<file path="config.mk">
export PLATFORM = sky130hd
export DESIGN_NAME = ultrasonic_range_reporter_flat
export DESIGN_NICKNAME = d
export VERILOG_FILES = /design/src/design/urr_pkg.sv /design/src/design/urr_if.sv /design/src/design/ultrasonic_range_reporter.sv /design/src/design/urr_front.sv /design/src/design/urr_fifo.sv /design/src/design/urr_back.sv /design/src/flat_wrapper.sv
export SDC_FILE = /design/constraint.sdc
export NUM_CORES = 1
export LEC_CHECK = 0
export BUFFER_PORTS_ARGS = -buffer_cell sky130_fd_sc_hd__buf_2
export CORE_MARGIN = 4
export CORE_UTILIZATION = 55
export DETAILED_ROUTE_END_ITERATION = 10
export PLACE_DENSITY_LB_ADDON = 0.25
export SYNTH_ARGS = -nofsm -noshare
export SYNTH_HDL_FRONTEND = slang
export SYNTH_SLANG_ARGS = --single-unit
</file>
<file path="constraint.sdc">
create_clock -name clk -period 7.12 [get_ports clk]
set_input_delay 1.424 -clock clk [delete_from_list [all_inputs] [get_ports clk]]
set_output_delay 1.424 -clock clk [all_outputs]
set_load 0.05 [all_outputs]
</file>
<file path="src/design/urr_pkg.sv">
`timescale 1ns / 1ps
`default_nettype none
// ----------------------------------------------------------------------------
// Range reporter package
// Shared widths, register indexes, reset values, job and state types, and
// the ASCII text of the messages.
// ----------------------------------------------------------------------------
package urr_pkg;

  localparam int COUNT_WIDTH_DEF = 8;
  localparam int DIST_W          = 16;   // widest echo count the divider handles
  localparam int WAIT_W          = 20;
  localparam int TRIG_W          = 8;
  localparam int LIMIT_W         = 8;
  localparam int SHIFT_W         = 3;
  localparam int CFG_DATA_W      = 20;
  localparam int CFG_IDX_W       = 2;
  localparam int QUEUE_DEPTH_DEF = 4;

  localparam logic [WAIT_W-1:0]  HOLDOFF_RST = 20'd125000;
  localparam logic [TRIG_W-1:0]  TRIGGER_RST = 8'd2;
  localparam logic [LIMIT_W-1:0] TIMEOUT_RST = 8'd250;
  localparam logic [SHIFT_W-1:0] SHIFT_RST   = 3'd2;

  // x / 10 == (x * 52429) >> 19 for every 16-bit x.
  localparam int               RECIP_W     = 17;
  localparam int               RECIP_SHIFT = 19;
  localparam logic [RECIP_W-1:0] RECIP_TEN = 17'd52429;

  localparam int NUM_DIGITS   = 3;
  localparam int RANGE_LEN    = 7;
  localparam int OUTRANGE_LEN = 10;
  localparam int BYTE_IDX_W   = 4;

  localparam logic [7:0] ASCII_ZERO = 8'h30;
  localparam logic [7:0] ASCII_STAR = 8'h2A;
  localparam logic [7:0] ASCII_C    = 8'h63;
  localparam logic [7:0] ASCII_M    = 8'h6D;

  typedef enum logic [CFG_IDX_W-1:0] {
    CFG_HOLDOFF = 2'd0,
    CFG_TRIGGER = 2'd1,
    CFG_TIMEOUT = 2'd2,
    CFG_SHIFT   = 2'd3
  } cfg_reg_t;

  typedef struct packed {
    logic [WAIT_W-1:0]  holdoff;
    logic [TRIG_W-1:0]  trigger;
    logic [LIMIT_W-1:0] timeout;
    logic [SHIFT_W-1:0] shift;
  } cfg_t;

  typedef enum logic [1:0] {
    PH_HOLDOFF = 2'd0,
    PH_TRIGGER = 2'd1,
    PH_RISE    = 2'd2,
    PH_MEASURE = 2'd3
  } phase_t;

  typedef enum logic [1:0] {
    JK_TICK     = 2'd0,
    JK_RANGE    = 2'd1,
    JK_OUTRANGE = 2'd2
  } job_kind_t;

  typedef struct packed {
    job_kind_t         kind;
    logic              trig;
    logic [DIST_W-1:0] distance;
  } job_t;

  typedef enum logic [1:0] {
    BK_IDLE  = 2'd0,
    BK_DIGIT = 2'd1,
    BK_SEND  = 2'd2
  } back_state_t;

  function automatic logic [7:0] outrange_char(input logic [BYTE_IDX_W-1:0] idx);
    logic [7:0] ch;
    case (idx)
      4'd1:    ch = 8'h4F;  // O
      4'd2:    ch = 8'h75;  // u
      4'd3:    ch = 8'h74;  // t
      4'd4:    ch = 8'h52;  // R
      4'd5:    ch = 8'h61;  // a
      4'd6:    ch = 8'h6E;  // n
      4'd7:    ch = 8'h67;  // g
      4'd8:    ch = 8'h65;  // e
      default: ch = ASCII_STAR;
    endcase
    return ch;
  endfunction

endpackage
`default_nettype wire

</file>
<file path="src/design/urr_if.sv">
`timescale 1ns / 1ps
`default_nettype none
// ----------------------------------------------------------------------------
// Range reporter channels
// Valid/ready channels for timer ticks in and message results out.
// ----------------------------------------------------------------------------
interface urr_in_if;
  logic valid;
  logic ready;
  logic echo;
  modport source (output valid, output echo, input ready);
  modport sink (input valid, input echo, output ready);
endinterface

interface urr_out_if;
  logic       valid;
  logic       ready;
  logic       trig;
  logic       byte_valid;
  logic [7:0] tx_byte;
  logic       last;
  modport source (output valid, output trig, output byte_valid, output tx_byte,
                  output last, input ready);
  modport sink (input valid, input trig, input byte_valid, input tx_byte,
                input last, output ready);
endinterface
`default_nettype wire

</file>
<file path="src/design/ultrasonic_range_reporter.sv">
`timescale 1ns / 1ps
`default_nettype none
// ----------------------------------------------------------------------------
// Ultrasonic range reporter
// Echo-pulse rangefinder sequencer that reports each measurement as ASCII.
// ----------------------------------------------------------------------------
// Each input transaction is one timer tick with the sampled echo level. A tick
// that does not finish a measurement yields one result carrying the trigger
// level, and such ticks are accepted and answered one per cycle when the
// output is not stalled. A tick that finishes a measurement yields the bytes
// "*OutRange*" or "*DDDcm*"; the back end takes the job, runs the
// divide-by-ten unit once for each of the three digits of a distance, then
// sends the bytes in order. A four-entry job queue lets the front end keep
// accepting ticks while a message is being sent.
module ultrasonic_range_reporter import urr_pkg::*; #(
  parameter int COUNT_WIDTH = COUNT_WIDTH_DEF,
  parameter int QUEUE_DEPTH = QUEUE_DEPTH_DEF
) (
  input  wire                   clk,
  input  wire                   rst,
  input  wire                   cfg_we,
  input  wire [CFG_IDX_W-1:0]   cfg_index,
  input  wire [CFG_DATA_W-1:0]  cfg_wdata,
  urr_in_if.sink                in_ch,
  urr_out_if.source             out_ch
);

  cfg_t cfg;
  logic push, push_ready, pop, pop_valid;
  job_t push_job, pop_job;

  always_ff @(posedge clk) begin
    if (rst) begin
      cfg.holdoff <= HOLDOFF_RST;
      cfg.trigger <= TRIGGER_RST;
      cfg.timeout <= TIMEOUT_RST;
      cfg.shift   <= SHIFT_RST;
    end else if (cfg_we) begin
      unique case (cfg_reg_t'(cfg_index))
        CFG_HOLDOFF: cfg.holdoff <= cfg_wdata[WAIT_W-1:0];
        CFG_TRIGGER: cfg.trigger <= cfg_wdata[TRIG_W-1:0];
        CFG_TIMEOUT: cfg.timeout <= cfg_wdata[LIMIT_W-1:0];
        CFG_SHIFT:   cfg.shift   <= cfg_wdata[SHIFT_W-1:0];
        default:     cfg.shift   <= cfg.shift;
      endcase
    end
  end

  urr_front #(.COUNT_WIDTH(COUNT_WIDTH)) u_front (
    .clk      (clk),
    .rst      (rst),
    .cfg      (cfg),
    .in_ch    (in_ch),
    .q_ready  (push_ready),
    .push     (push),
    .push_job (push_job)
  );

  urr_fifo #(.DEPTH(QUEUE_DEPTH)) u_fifo (
    .clk        (clk),
    .rst        (rst),
    .push       (push),
    .push_job   (push_job),
    .push_ready (push_ready),
    .pop        (pop),
    .pop_valid  (pop_valid),
    .pop_job    (pop_job)
  );

  urr_back #(.COUNT_WIDTH(COUNT_WIDTH)) u_back (
    .clk       (clk),
    .rst       (rst),
    .job_valid (pop_valid),
    .job       (pop_job),
    .job_pop   (pop),
    .out_ch    (out_ch)
  );

endmodule
`default_nettype wire

</file>
<file path="src/design/urr_front.sv">
`timescale 1ns / 1ps
`default_nettype none
// ----------------------------------------------------------------------------
// Range reporter front end
// Runs the measurement sequence one tick per transaction and turns each tick
// into a job for the back end: a plain tick, a distance or an out-of-range.
// ----------------------------------------------------------------------------
module urr_front import urr_pkg::*; #(
  parameter int COUNT_WIDTH = COUNT_WIDTH_DEF
) (
  input  wire         clk,
  input  wire         rst,
  input  cfg_t        cfg,
  urr_in_if.sink      in_ch,
  input  wire         q_ready,
  output logic        push,
  output job_t        push_job
);

  phase_t                 phase, phase_next;
  logic [WAIT_W-1:0]      wait_count, wait_next, wait_inc;
  logic [COUNT_WIDTH-1:0] echo_count, count_next, count_inc;

  assign in_ch.ready = q_ready;
  assign push        = in_ch.valid && q_ready;

  assign wait_inc  = (wait_count == {WAIT_W{1'b1}}) ? wait_count : wait_count + 1'b1;
  assign count_inc = (echo_count == {COUNT_WIDTH{1'b1}}) ? echo_count
                                                         : echo_count + 1'b1;

  always_ff @(posedge clk) begin
    if (rst) begin
      phase      <= PH_HOLDOFF;
      wait_count <= '0;
      echo_count <= '0;
    end else if (push) begin
      phase      <= phase_next;
      wait_count <= wait_next;
      echo_count <= count_next;
    end
  end

  always_comb begin
    phase_next        = phase;
    wait_next         = wait_count;
    count_next        = echo_count;
    push_job.kind     = JK_TICK;
    push_job.trig     = 1'b0;
    push_job.distance = '0;
    unique case (phase)
      PH_HOLDOFF: begin
        wait_next = wait_inc;
        if (wait_inc >= cfg.holdoff) begin
          phase_next = PH_TRIGGER;
          wait_next  = '0;
        end
      end
      PH_TRIGGER: begin
        push_job.trig = 1'b1;
        wait_next     = wait_inc;
        if (wait_inc >= WAIT_W'(cfg.trigger)) begin
          phase_next = PH_RISE;
          wait_next  = '0;
        end
      end
      PH_RISE: begin
        if (in_ch.echo) begin
          phase_next = PH_MEASURE;
          count_next = '0;
        end
      end
      PH_MEASURE: begin
        if (in_ch.echo) begin
          count_next = count_inc;
          if (count_inc > COUNT_WIDTH'(cfg.timeout)) begin
            push_job.kind = JK_OUTRANGE;
            phase_next    = PH_HOLDOFF;
            wait_next     = '0;
          end
        end else begin
          push_job.kind     = JK_RANGE;
          push_job.distance = DIST_W'(echo_count >> cfg.shift);
          phase_next        = PH_HOLDOFF;
          wait_next         = '0;
        end
      end
      default: phase_next = PH_HOLDOFF;
    endcase
  end

endmodule
`default_nettype wire

</file>
<file path="src/design/urr_fifo.sv">
`timescale 1ns / 1ps
`default_nettype none
// ----------------------------------------------------------------------------
// Range reporter job queue
// Short first-in first-out queue of jobs between the front and back ends.
// ----------------------------------------------------------------------------
module urr_fifo import urr_pkg::*; #(
  parameter int DEPTH = QUEUE_DEPTH_DEF
) (
  input  wire   clk,
  input  wire   rst,
  input  wire   push,
  input  job_t  push_job,
  output logic  push_ready,
  input  wire   pop,
  output logic  pop_valid,
  output job_t  pop_job
);

  localparam int PTR_W = (DEPTH > 1) ? $clog2(DEPTH) : 1;
  localparam int CNT_W = $clog2(DEPTH + 1);

  job_t             slots [DEPTH];
  logic [PTR_W-1:0] wr_ptr, rd_ptr;
  logic [CNT_W-1:0] count;
  logic             do_push, do_pop;

  assign push_ready = (count != CNT_W'(DEPTH));
  assign pop_valid  = (count != '0);
  assign pop_job    = slots[rd_ptr];
  assign do_push    = push && push_ready;
  assign do_pop     = pop && pop_valid;

  always_ff @(posedge clk) begin
    if (rst) begin
      wr_ptr <= '0;
      rd_ptr <= '0;
      count  <= '0;
    end else begin
      if (do_push) begin
        wr_ptr <= (wr_ptr == PTR_W'(DEPTH - 1)) ? '0 : wr_ptr + 1'b1;
      end
      if (do_pop) begin
        rd_ptr <= (rd_ptr == PTR_W'(DEPTH - 1)) ? '0 : rd_ptr + 1'b1;
      end
      if (do_push && !do_pop) begin
        count <= count + 1'b1;
      end else if (do_pop && !do_push) begin
        count <= count - 1'b1;
      end
    end
  end

  always_ff @(posedge clk) begin
    if (do_push) begin
      slots[wr_ptr] <= push_job;
    end
  end

endmodule
`default_nettype wire

</file>
<file path="src/design/urr_back.sv">
`timescale 1ns / 1ps
`default_nettype none
// ----------------------------------------------------------------------------
// Range reporter back end
// Takes jobs from the queue, converts distances to three decimal digits with
// one divide-by-ten step per cycle, and sends results through an output
// register, one byte per cycle while the output is not stalled.
// ----------------------------------------------------------------------------
module urr_back import urr_pkg::*; #(
  parameter int COUNT_WIDTH = COUNT_WIDTH_DEF
) (
  input  wire         clk,
  input  wire         rst,
  input  wire         job_valid,
  input  job_t        job,
  output logic        job_pop,
  urr_out_if.source   out_ch
);

  localparam int PROD_W = DIST_W + RECIP_W;

  back_state_t            state, state_next;
  logic                   is_out;
  logic [COUNT_WIDTH-1:0] value;
  logic [3:0]             digit [NUM_DIGITS];
  logic [1:0]             dstep;
  logic [BYTE_IDX_W-1:0]  idx, idx_last;

  logic                   out_valid, out_trig, out_bv, out_last;
  logic [7:0]             out_byte;
  logic                   load_ok, ld, ld_trig, ld_bv, ld_last;
  logic [7:0]             ld_byte, send_char;

  logic [DIST_W-1:0]      div_in, rem_full;
  logic [PROD_W-1:0]      prod;
  logic [PROD_W-RECIP_SHIFT-1:0] quot;

  assign out_ch.valid      = out_valid;
  assign out_ch.trig       = out_trig;
  assign out_ch.byte_valid = out_bv;
  assign out_ch.tx_byte    = out_byte;
  assign out_ch.last       = out_last;

  assign load_ok = !out_valid || out_ch.ready;

  // One divide-by-ten step: quotient by reciprocal multiply, then remainder.
  assign div_in   = DIST_W'(value);
  assign prod     = PROD_W'(div_in) * PROD_W'(RECIP_TEN);
  assign quot     = prod[PROD_W-1:RECIP_SHIFT];
  assign rem_full = div_in - DIST_W'({quot, 3'b000}) - DIST_W'({quot, 1'b0});

  assign idx_last = is_out ? BYTE_IDX_W'(OUTRANGE_LEN - 1) : BYTE_IDX_W'(RANGE_LEN - 1);

  always_comb begin
    if (is_out) begin
      send_char = outrange_char(idx);
    end else begin
      case (idx)
        4'd0:    send_char = ASCII_STAR;
        4'd1:    send_char = ASCII_ZERO + {4'b0000, digit[2]};
        4'd2:    send_char = ASCII_ZERO + {4'b0000, digit[1]};
        4'd3:    send_char = ASCII_ZERO + {4'b0000, digit[0]};
        4'd4:    send_char = ASCII_C;
        4'd5:    send_char = ASCII_M;
        default: send_char = ASCII_STAR;
      endcase
    end
  end

  always_comb begin
    state_next = state;
    job_pop    = 1'b0;
    ld         = 1'b0;
    ld_trig    = 1'b0;
    ld_bv      = 1'b0;
    ld_byte    = '0;
    ld_last    = 1'b0;
    unique case (state)
      BK_IDLE: begin
        if (job_valid && load_ok) begin
          job_pop = 1'b1;
          unique case (job.kind)
            JK_TICK: begin
              ld      = 1'b1;
              ld_trig = job.trig;
              ld_last = 1'b1;
            end
            JK_OUTRANGE: state_next = BK_SEND;
            JK_RANGE:    state_next = BK_DIGIT;
            default:     state_next = BK_IDLE;
          endcase
        end
      end
      BK_DIGIT: begin
        if (dstep == 2'(NUM_DIGITS - 1)) begin
          state_next = BK_SEND;
        end
      end
      BK_SEND: begin
        if (load_ok) begin
          ld      = 1'b1;
          ld_bv   = 1'b1;
          ld_byte = send_char;
          ld_last = (idx == idx_last);
          if (idx == idx_last) begin
            state_next = BK_IDLE;
          end
        end
      end
      default: state_next = BK_IDLE;
    endcase
  end

  always_ff @(posedge clk) begin
    if (rst) begin
      state     <= BK_IDLE;
      out_valid <= 1'b0;
    end else begin
      state <= state_next;
      if (ld) begin
        out_valid <= 1'b1;
      end else if (out_ch.ready) begin
        out_valid <= 1'b0;
      end
    end
  end

  always_ff @(posedge clk) begin
    if (ld) begin
      out_trig <= ld_trig;
      out_bv   <= ld_bv;
      out_byte <= ld_byte;
      out_last <= ld_last;
    end
    if (state == BK_IDLE && job_pop) begin
      is_out <= (job.kind == JK_OUTRANGE);
      value  <= COUNT_WIDTH'(job.distance);
      dstep  <= '0;
      idx    <= '0;
    end
    if (state == BK_DIGIT) begin
      digit[dstep] <= rem_full[3:0];
      value        <= COUNT_WIDTH'(quot);
      dstep        <= dstep + 1'b1;
    end
    if (state == BK_SEND && load_ok) begin
      idx <= idx + 1'b1;
    end
  end

endmodule
`default_nettype wire

</file>
<file path="src/flat_wrapper.sv">
// flat-port wrapper written by rule: the top's interface ports become plain ports
module ultrasonic_range_reporter_flat import urr_pkg::*;
#(
  parameter int COUNT_WIDTH = COUNT_WIDTH_DEF,
  parameter int QUEUE_DEPTH = QUEUE_DEPTH_DEF
)
  (clk, rst, cfg_we, cfg_index, cfg_wdata, in_ch_valid, in_ch_echo, in_ch_ready, out_ch_valid, out_ch_trig, out_ch_byte_valid, out_ch_tx_byte, out_ch_last, out_ch_ready);
  urr_in_if in_ch_i ();
  urr_out_if out_ch_i ();
  input  wire clk;
  input  wire rst;
  input  wire cfg_we;
  input  wire [CFG_IDX_W-1:0] cfg_index;
  input  wire [CFG_DATA_W-1:0] cfg_wdata;
  input wire logic [$bits(in_ch_i.valid)-1:0] in_ch_valid;
  input wire logic [$bits(in_ch_i.echo)-1:0] in_ch_echo;
  output wire logic [$bits(in_ch_i.ready)-1:0] in_ch_ready;
  output wire logic [$bits(out_ch_i.valid)-1:0] out_ch_valid;
  output wire logic [$bits(out_ch_i.trig)-1:0] out_ch_trig;
  output wire logic [$bits(out_ch_i.byte_valid)-1:0] out_ch_byte_valid;
  output wire logic [$bits(out_ch_i.tx_byte)-1:0] out_ch_tx_byte;
  output wire logic [$bits(out_ch_i.last)-1:0] out_ch_last;
  input wire logic [$bits(out_ch_i.ready)-1:0] out_ch_ready;
  assign in_ch_i.valid = in_ch_valid;
  assign in_ch_i.echo = in_ch_echo;
  assign in_ch_ready = in_ch_i.ready;
  assign out_ch_valid = out_ch_i.valid;
  assign out_ch_trig = out_ch_i.trig;
  assign out_ch_byte_valid = out_ch_i.byte_valid;
  assign out_ch_tx_byte = out_ch_i.tx_byte;
  assign out_ch_last = out_ch_i.last;
  assign out_ch_i.ready = out_ch_ready;
  ultrasonic_range_reporter #(.COUNT_WIDTH(COUNT_WIDTH), .QUEUE_DEPTH(QUEUE_DEPTH)) u_core (.clk(clk), .rst(rst), .cfg_we(cfg_we), .cfg_index(cfg_index), .cfg_wdata(cfg_wdata), .in_ch(in_ch_i), .out_ch(out_ch_i));
endmodule
</file>
# Word-level counts from Yosys, hierarchy flattened
# Memories as Yosys holds them, arrays and structs flattened. A register that Yosys moved wholly into a read port is not among the register bits.
# Index checks and enable logic that the tools add are counted.
# W data, S select, Z words.
[totals] elab_cells=164 mem_count=3 in_bits=28 ramBits=88 output_inout_bits=13 register_bits=105 romBits=112
[memory_table] name="(no name shown)" words=16 word_bits=7 rd=1 rd_ports_with_merged_regs=1 wr=0 line="urr_pkg.sv:81" rtl="case (idx)"
[memory_table] name="u_core.u_fifo.slots" words=4 word_bits=19 rd=1 rd_ports_with_merged_regs=1 wr=1 line="urr_fifo.sv:23" rtl="job_t slots [DEPTH];"
[memory_table] name="u_core.u_back.digit" words=3 word_bits=4 rd=3 rd_ports_with_merged_regs=0 wr=1 line="urr_back.sv:25" rtl="logic [3:0] digit [NUM_DIGITS];"
[op_classes] n_mul=1 reduce_logical=33 n_lt_le_gt_ge=3 shifts=1 eq_ne=32 n_addsub=13 mux=58
[op_table] op="$mux W20" n=5
[op_table] op="$pmux W20 S3" n=1
[op_table] op="$mux W8" n=6
[op_table] op="$mux W2" n=18
[op_table] op="$pmux W7 S5" n=1
[op_table] op="$mux W16" n=2
[op_table] op="$mul A8 B16 Y24 const B" n=1
[op_table] op="$add A6 B4 Y7 const A" n=3
[op_table] op="$add A20 B1 Y20 const B" n=1
[op_table] op="$eq A20 B20 Y1 const B" n=1
[op_table] op="$ge A20 B20 Y1" n=1
[op_table] op="$ge A20 B8 Y1" n=1
[op_table] op="$eq A2 B2 Y1 const B" n=9
[op_table] op="$ne A2 B2 Y1 const B" n=9
[op_table] op="$mux W4" n=4
[op_table] op="$pmux W8 S2" n=1
[op_table] op="$shr A8 B3 Y16" n=1
[op_table] op="$mux W1" n=13
[op_table] op="$pmux W2 S3" n=2
[op_table] op="$reduce_and A2 Y1" n=5
[op_table] op="$reduce_and A5 Y1" n=2
[op_table] op="$reduce_bool A2 Y1" n=5
[op_table] op="$add A8 B1 Y8 const B" n=1
[op_table] op="$eq A2 B1 Y1 const B" n=4
[op_table] op="22 further kinds" n=44

# Depth between registers and ports, before layout
[depth] depth_word=9 depth_mapped=20 ltp_nobuf=20

# Modules after synthesis
# A second synthesis with hierarchy kept.
[hier_totals] hier_cells=1127 hier_area_um2=11989.0
[by_module_without_submodules] module="urr_back" n_inst=1 area_per_inst_um2=3817.4 cells_each=386 seq_area_each_um2=1311.3
[by_module_without_submodules] module="urr_front" n_inst=1 area_per_inst_um2=3323.2 cells_each=435 seq_area_each_um2=600.6
[by_module_without_submodules] module="urr_fifo" n_inst=1 area_per_inst_um2=3218.1 cells_each=147 seq_area_each_um2=2462.4
[by_module_without_submodules] module="ultrasonic_range_reporter" n_inst=1 area_per_inst_um2=1630.3 cells_each=159 seq_area_each_um2=780.7

# Least setup slack after synthesis
# OpenSTA, ideal clock, no wires.
[synth_path] path_kind="register to register" startpoint="register u_core.u_back.value[3]" endpoint="memory u_core.u_back.digit[0][3] (data pin)" slack_ps=2005 setup_time_ps=274 arrival_time_ps=4841 path_stages_with_launch=19 required_ps=6846 period_less_slack_ps=5115 path_cell_list="edfxtp_1 ha_1 ha_1 or2_2 fa_1 inv_1 fa_1 inv_1 ha_1 nand4_1 or4b_2 o2111ai_1 xor2_1 ha_1 nand2_1 nand3b_1 o21ai_0 nor2_1 xnor3_1"
[synth_via] elab_chain_cells=3
[synth_lines] element="from (decl)" line="urr_back.sv:24" rtl="logic [COUNT_WIDTH-1:0] value;"
[synth_lines] element="from (signal assigned)" line="urr_back.sv:137" rtl="value <= COUNT_WIDTH'(job.distance);"
[synth_lines] element="from (signal assigned)" line="urr_back.sv:143" rtl="value <= COUNT_WIDTH'(quot);"
[synth_lines] element="$mul A8 B16 Y24" line="urr_back.sv:48" rtl="assign prod = PROD_W'(div_in) * PROD_W'(RECIP_TEN);"
[synth_lines] element="$sub A4 B4 Y4" line="urr_back.sv:50" rtl="assign rem_full = div_in - DIST_W'({quot, 3'b000}) - DIST_W'({quot, 1'b0});"
[synth_lines] element="$sub A4 B4 Y4 (*)" line="urr_back.sv:50"
[synth_lines] element="net u_core.u_back.rem_full[3]" line="urr_back.sv:34" rtl="logic [DIST_W-1:0] div_in, rem_full;"
[synth_lines] element="to (decl)" line="urr_back.sv:25"
# The timed path passes the listed nets; every way through them passes the cells marked *.

# Worst setup path in the final report
[layout_path] startpoint="register u_core.u_back.value[5]" endpoint="memory u_core.u_back.digit[2][3] (data pin)"
[layout_via] elab_chain_cells=3
[layout_lines] element="$mul A8 B16 Y24 (*)" line="urr_back.sv:48"
[layout_lines] element="$sub A4 B4 Y4" line="urr_back.sv:50"
[layout_lines] element="$sub A4 B4 Y4 (*)" line="urr_back.sv:50"
[layout_lines] element="net u_core.u_back.rem_full[3]" line="urr_back.sv:34"
# Marked as above.

==> results_dict.tcl <==
set metrics [dict create \
    critPathKind "flop to flop" \
    cp_slowest_cell "or4b_2" \
    grt_overflow_total 0 \
    relSlewSlack 0.431 \
    cts_tree "done" \
    vias_per_cell 5.71 \
    vias 7504 \
    rsz0062_at_grt "no" \
    max_freq_mhz 183 \
    crit_family "adder cells" \
    outcome "finished, final reports clean" \
    grt_pass1_wl_um 35700 \
    wl_per_cell_um 15.9 \
    postCtsHoldBufs 0 \
    synth_ff_type "dfxtp_1" \
    seq_area_um2 4190 \
    grt_usage 0.205 \
    slowest_delay_ns 0.60 \
    setup_viol 0 \
    maxCapViolCount 0 \
    yosysWarnings 0 \
    start_kind "flop" \
    n_antenna_cell 0 \
    cp_cell_sequence "ha_1 > inv_1 > fa_1 > inv_1 > fa_1 > inv_1 > fa_1 > inv_1 > ha_1 > a211oi_1 > nor2_1 > or4b_2 > o2111ai_1 > xor2_1 > ha_1 > nand2_1 > nand4b_1 > mux2i_1 > nor2_1 > xnor3_1" \
    hp-start "u_core.cfg[29]" \
    fp.dieArea_um2 21100 \
    grt_max_degree 55 \
    routed_wl_um 20900 \
    area_growth_syn_to_layout_pct 8.78 \
    coreArea_um2 18300 \
    htreeDepth 4 \
    ys_types 72 \
    cpMostUsedCell "inv_1" \
    rows 49 \
    startpoint "u_core.u_back.value[5]" \
    pin_count 41 \
    tns_ns 0 \
    synth_area_um2 10400 \
    drt-initial-drc-count 412 \
    worst_pin_slew_ns 0.851 \
    post-route-period-util 0.769 \
    period_needed_ns 5.48 \
    drcViolationCount 0 \
    synthCells 1049 \
    drive_gt1_frac 0.104 \
    finClkSkew_ns 0.00872 \
    yosys.area.top_type "edfxtp_1" \
    hpwl_um 15700 \
    globalplace.congestion 0.912 \
    ys_seq_area_frac 0.405 \
    critical_path_peak_fanout 4 \
    synth_top_cell_area_share 0.235 \
    synth_common_cells "ha_1 (112), inv_1 (110), nand2_1 (103), nor2_1 (92), dfxtp_1 (88)" \
    numCtsBuffers 17 \
    crit_required_ns 7.29 \
    multiInputGateArea_um2 5600 \
    clkSinkCount 169 \
    io_buffers 39 \
    nFillCells 1523 \
    synth_edf_count 81 \
    worstSkewPairLatency_ns 0.43 \
    arrival_ns 5.64 \
    post-cts-setup-buffers 0 \
    async_flop_share 0 \
    ys_seq_elements 169 \
    synth_nets 1206 \
    hold_viol 0 \
    clk_pin_slew_ns 0.06 \
    fin_nets 1229 \
    netlist_top_cells_area "edfxtp_1 (23%), dfxtp_1 (17%), ha_1 (14%), inv_1 (4.0%), nand2_1 (3.7%)" \
    hold_path_class "flop to flop" \
    avgSynthCellArea_um2 9.88 \
    clock_path_buffers 2 \
    crit_path_end_kind "flop" \
    ant_nets 0 \
    path_buf_inv 4 \
    initial_core_util 0.567 \
    yosysMostFrequentCell "ha_1" \
    post_cts_resize_count 0 \
    drt_pass1_iterations 4 \
    clockRootBuffer "clkbuf_16" \
    antenna_found_initial 0 \
    reg2reg_from "u_core.u_back.value[5]" \
    die_h_um 145 \
    grt_pass1_vias 7359 \
    die_x_um 145 \
    slew_viol_final 0 \
]
==> tightest hold or removal path, stage by stage, from the launching register on <==
cell     delay (ns)
dfxtp_1        0.31
nand2_1        0.05
a21oi_1        0.05
==> final timing paths <==
kind,end,slack (ns),cells after the start
worst max-delay path,u_core.u_back.digit[2][3],1.64,20
worst min-delay path,u_core.cfg[29],0.45,2
worst max register to register,u_core.u_back.digit[2][3],1.64,20
worst min register to register,u_core.cfg[29],0.45,2
==> registers in the layout, indices dropped and copies added, names as in the netlist, named ones only <==
signal and cells:
u_core.u_back.value 8, u_core.u_fifo.rd_ptr 2, u_core.cfg 39, u_core.u_front.wait_count 20, u_core.u_back.out_ch.tx_byte 7, u_core.u_back.out_ch.valid 1
u_core.u_back.idx 4, u_core.u_back.out_ch.trig 1, u_core.u_back.out_ch.byte_valid 1, u_core.u_front.echo_count 8, u_core.u_fifo.slots 44, u_core.u_back.is_out 1
u_core.u_front.phase 2, u_core.u_back.digit 12, u_core.u_fifo.wr_ptr 2, u_core.u_fifo.count 3, u_core.u_back.state 2, u_core.u_back.out_ch.last 1
u_core.u_back.dstep 2
==> routing by layer <==
metal	track usage	vias to the layer above	routed length [um]
li1	-	3790	-
met2	0.334	142	9810
met5	0	-	0
met3	0.0334	32	746
met1	0.279	3540	9980
met4	0.0712	0	413
==> per-stage QoR <==
stage | setup slack, ns | std cells | util | hold slack (ns) | area, um2
2_1_floorplan | 2.01 | 1049 | - | 0.436 | 10400
3_3_place_gp | 1.82 | 1282 | 0.586 | 0.443 | 10700
3_5_place_dp | 1.67 | 1282 | 0.586 | 0.447 | 10700
4_1_cts | 1.65 | 1314 | 0.617 | 0.456 | 11300
5_1_grt | 1.35 | 1314 | 0.617 | 0.474 | 11300
6_report | 1.64 | 1314 | 0.617 | 0.455 | 11300
==> layout make-up <==
| class | count | area share |
|---|---|---|
| clock buffers | 23 | 0.0443 |
| clock inverters | 9 | 0.00533 |
| inverters | 111 | 0.0370 |
| multi-input cells | 732 | 0.497 |
| flip-flops and latches | 169 | 0.372 |
| well taps | 229 | 0.0254 |
| repair buffers | 41 | 0.0187 |
==> logic make-up (layout without fill, tap and decap cells) <==
group                      after synthesis  count (layout)  synth area share
xor gates and xnor gates                38              38            0.0334
other                                    1               1          0.000362
muxes                                   38              38            0.0552
and+or+nand+nor                        338             338             0.164
DFF                                    169             169             0.405
AOI/OAI and AO/OA                      188             188             0.119
buffers and inverters                  148             184            0.0548
adders and majority gates              129             129             0.168
==> placed cells by master, fill, tap and decap left out, types with 6 or more instances in the layout <==
| master | n |
|---|---|
| a21o_1 | 8 |
| a21oi_1 | 62 |
| a22oi_1 | 20 |
| a31oi_1 | 12 |
| and2_1 | 12 |
| and3_1 | 14 |
| buf_2 | 39 |
| clkbuf_16 | 18 |
| dfxtp_1 | 88 |
| edfxtp_1 | 81 |
| fa_1 | 17 |
| ha_1 | 112 |
| inv_1 | 110 |
| mux2i_1 | 20 |
| mux4_2 | 15 |
| nand2_1 | 103 |
| nand2b_1 | 7 |
| nand3_1 | 19 |
| nand4_1 | 18 |
| nor2_1 | 92 |
| nor2b_1 | 6 |
| nor3_1 | 17 |
| nor4_1 | 8 |
| o211ai_1 | 19 |
| o21ai_0 | 30 |
| or3_1 | 7 |
| xnor2_1 | 26 |
| xor2_1 | 11 |
Power is left out: the tool's default activity adds up to more than one toggle a clock period on the data nets, which glitch-free logic cannot reach.
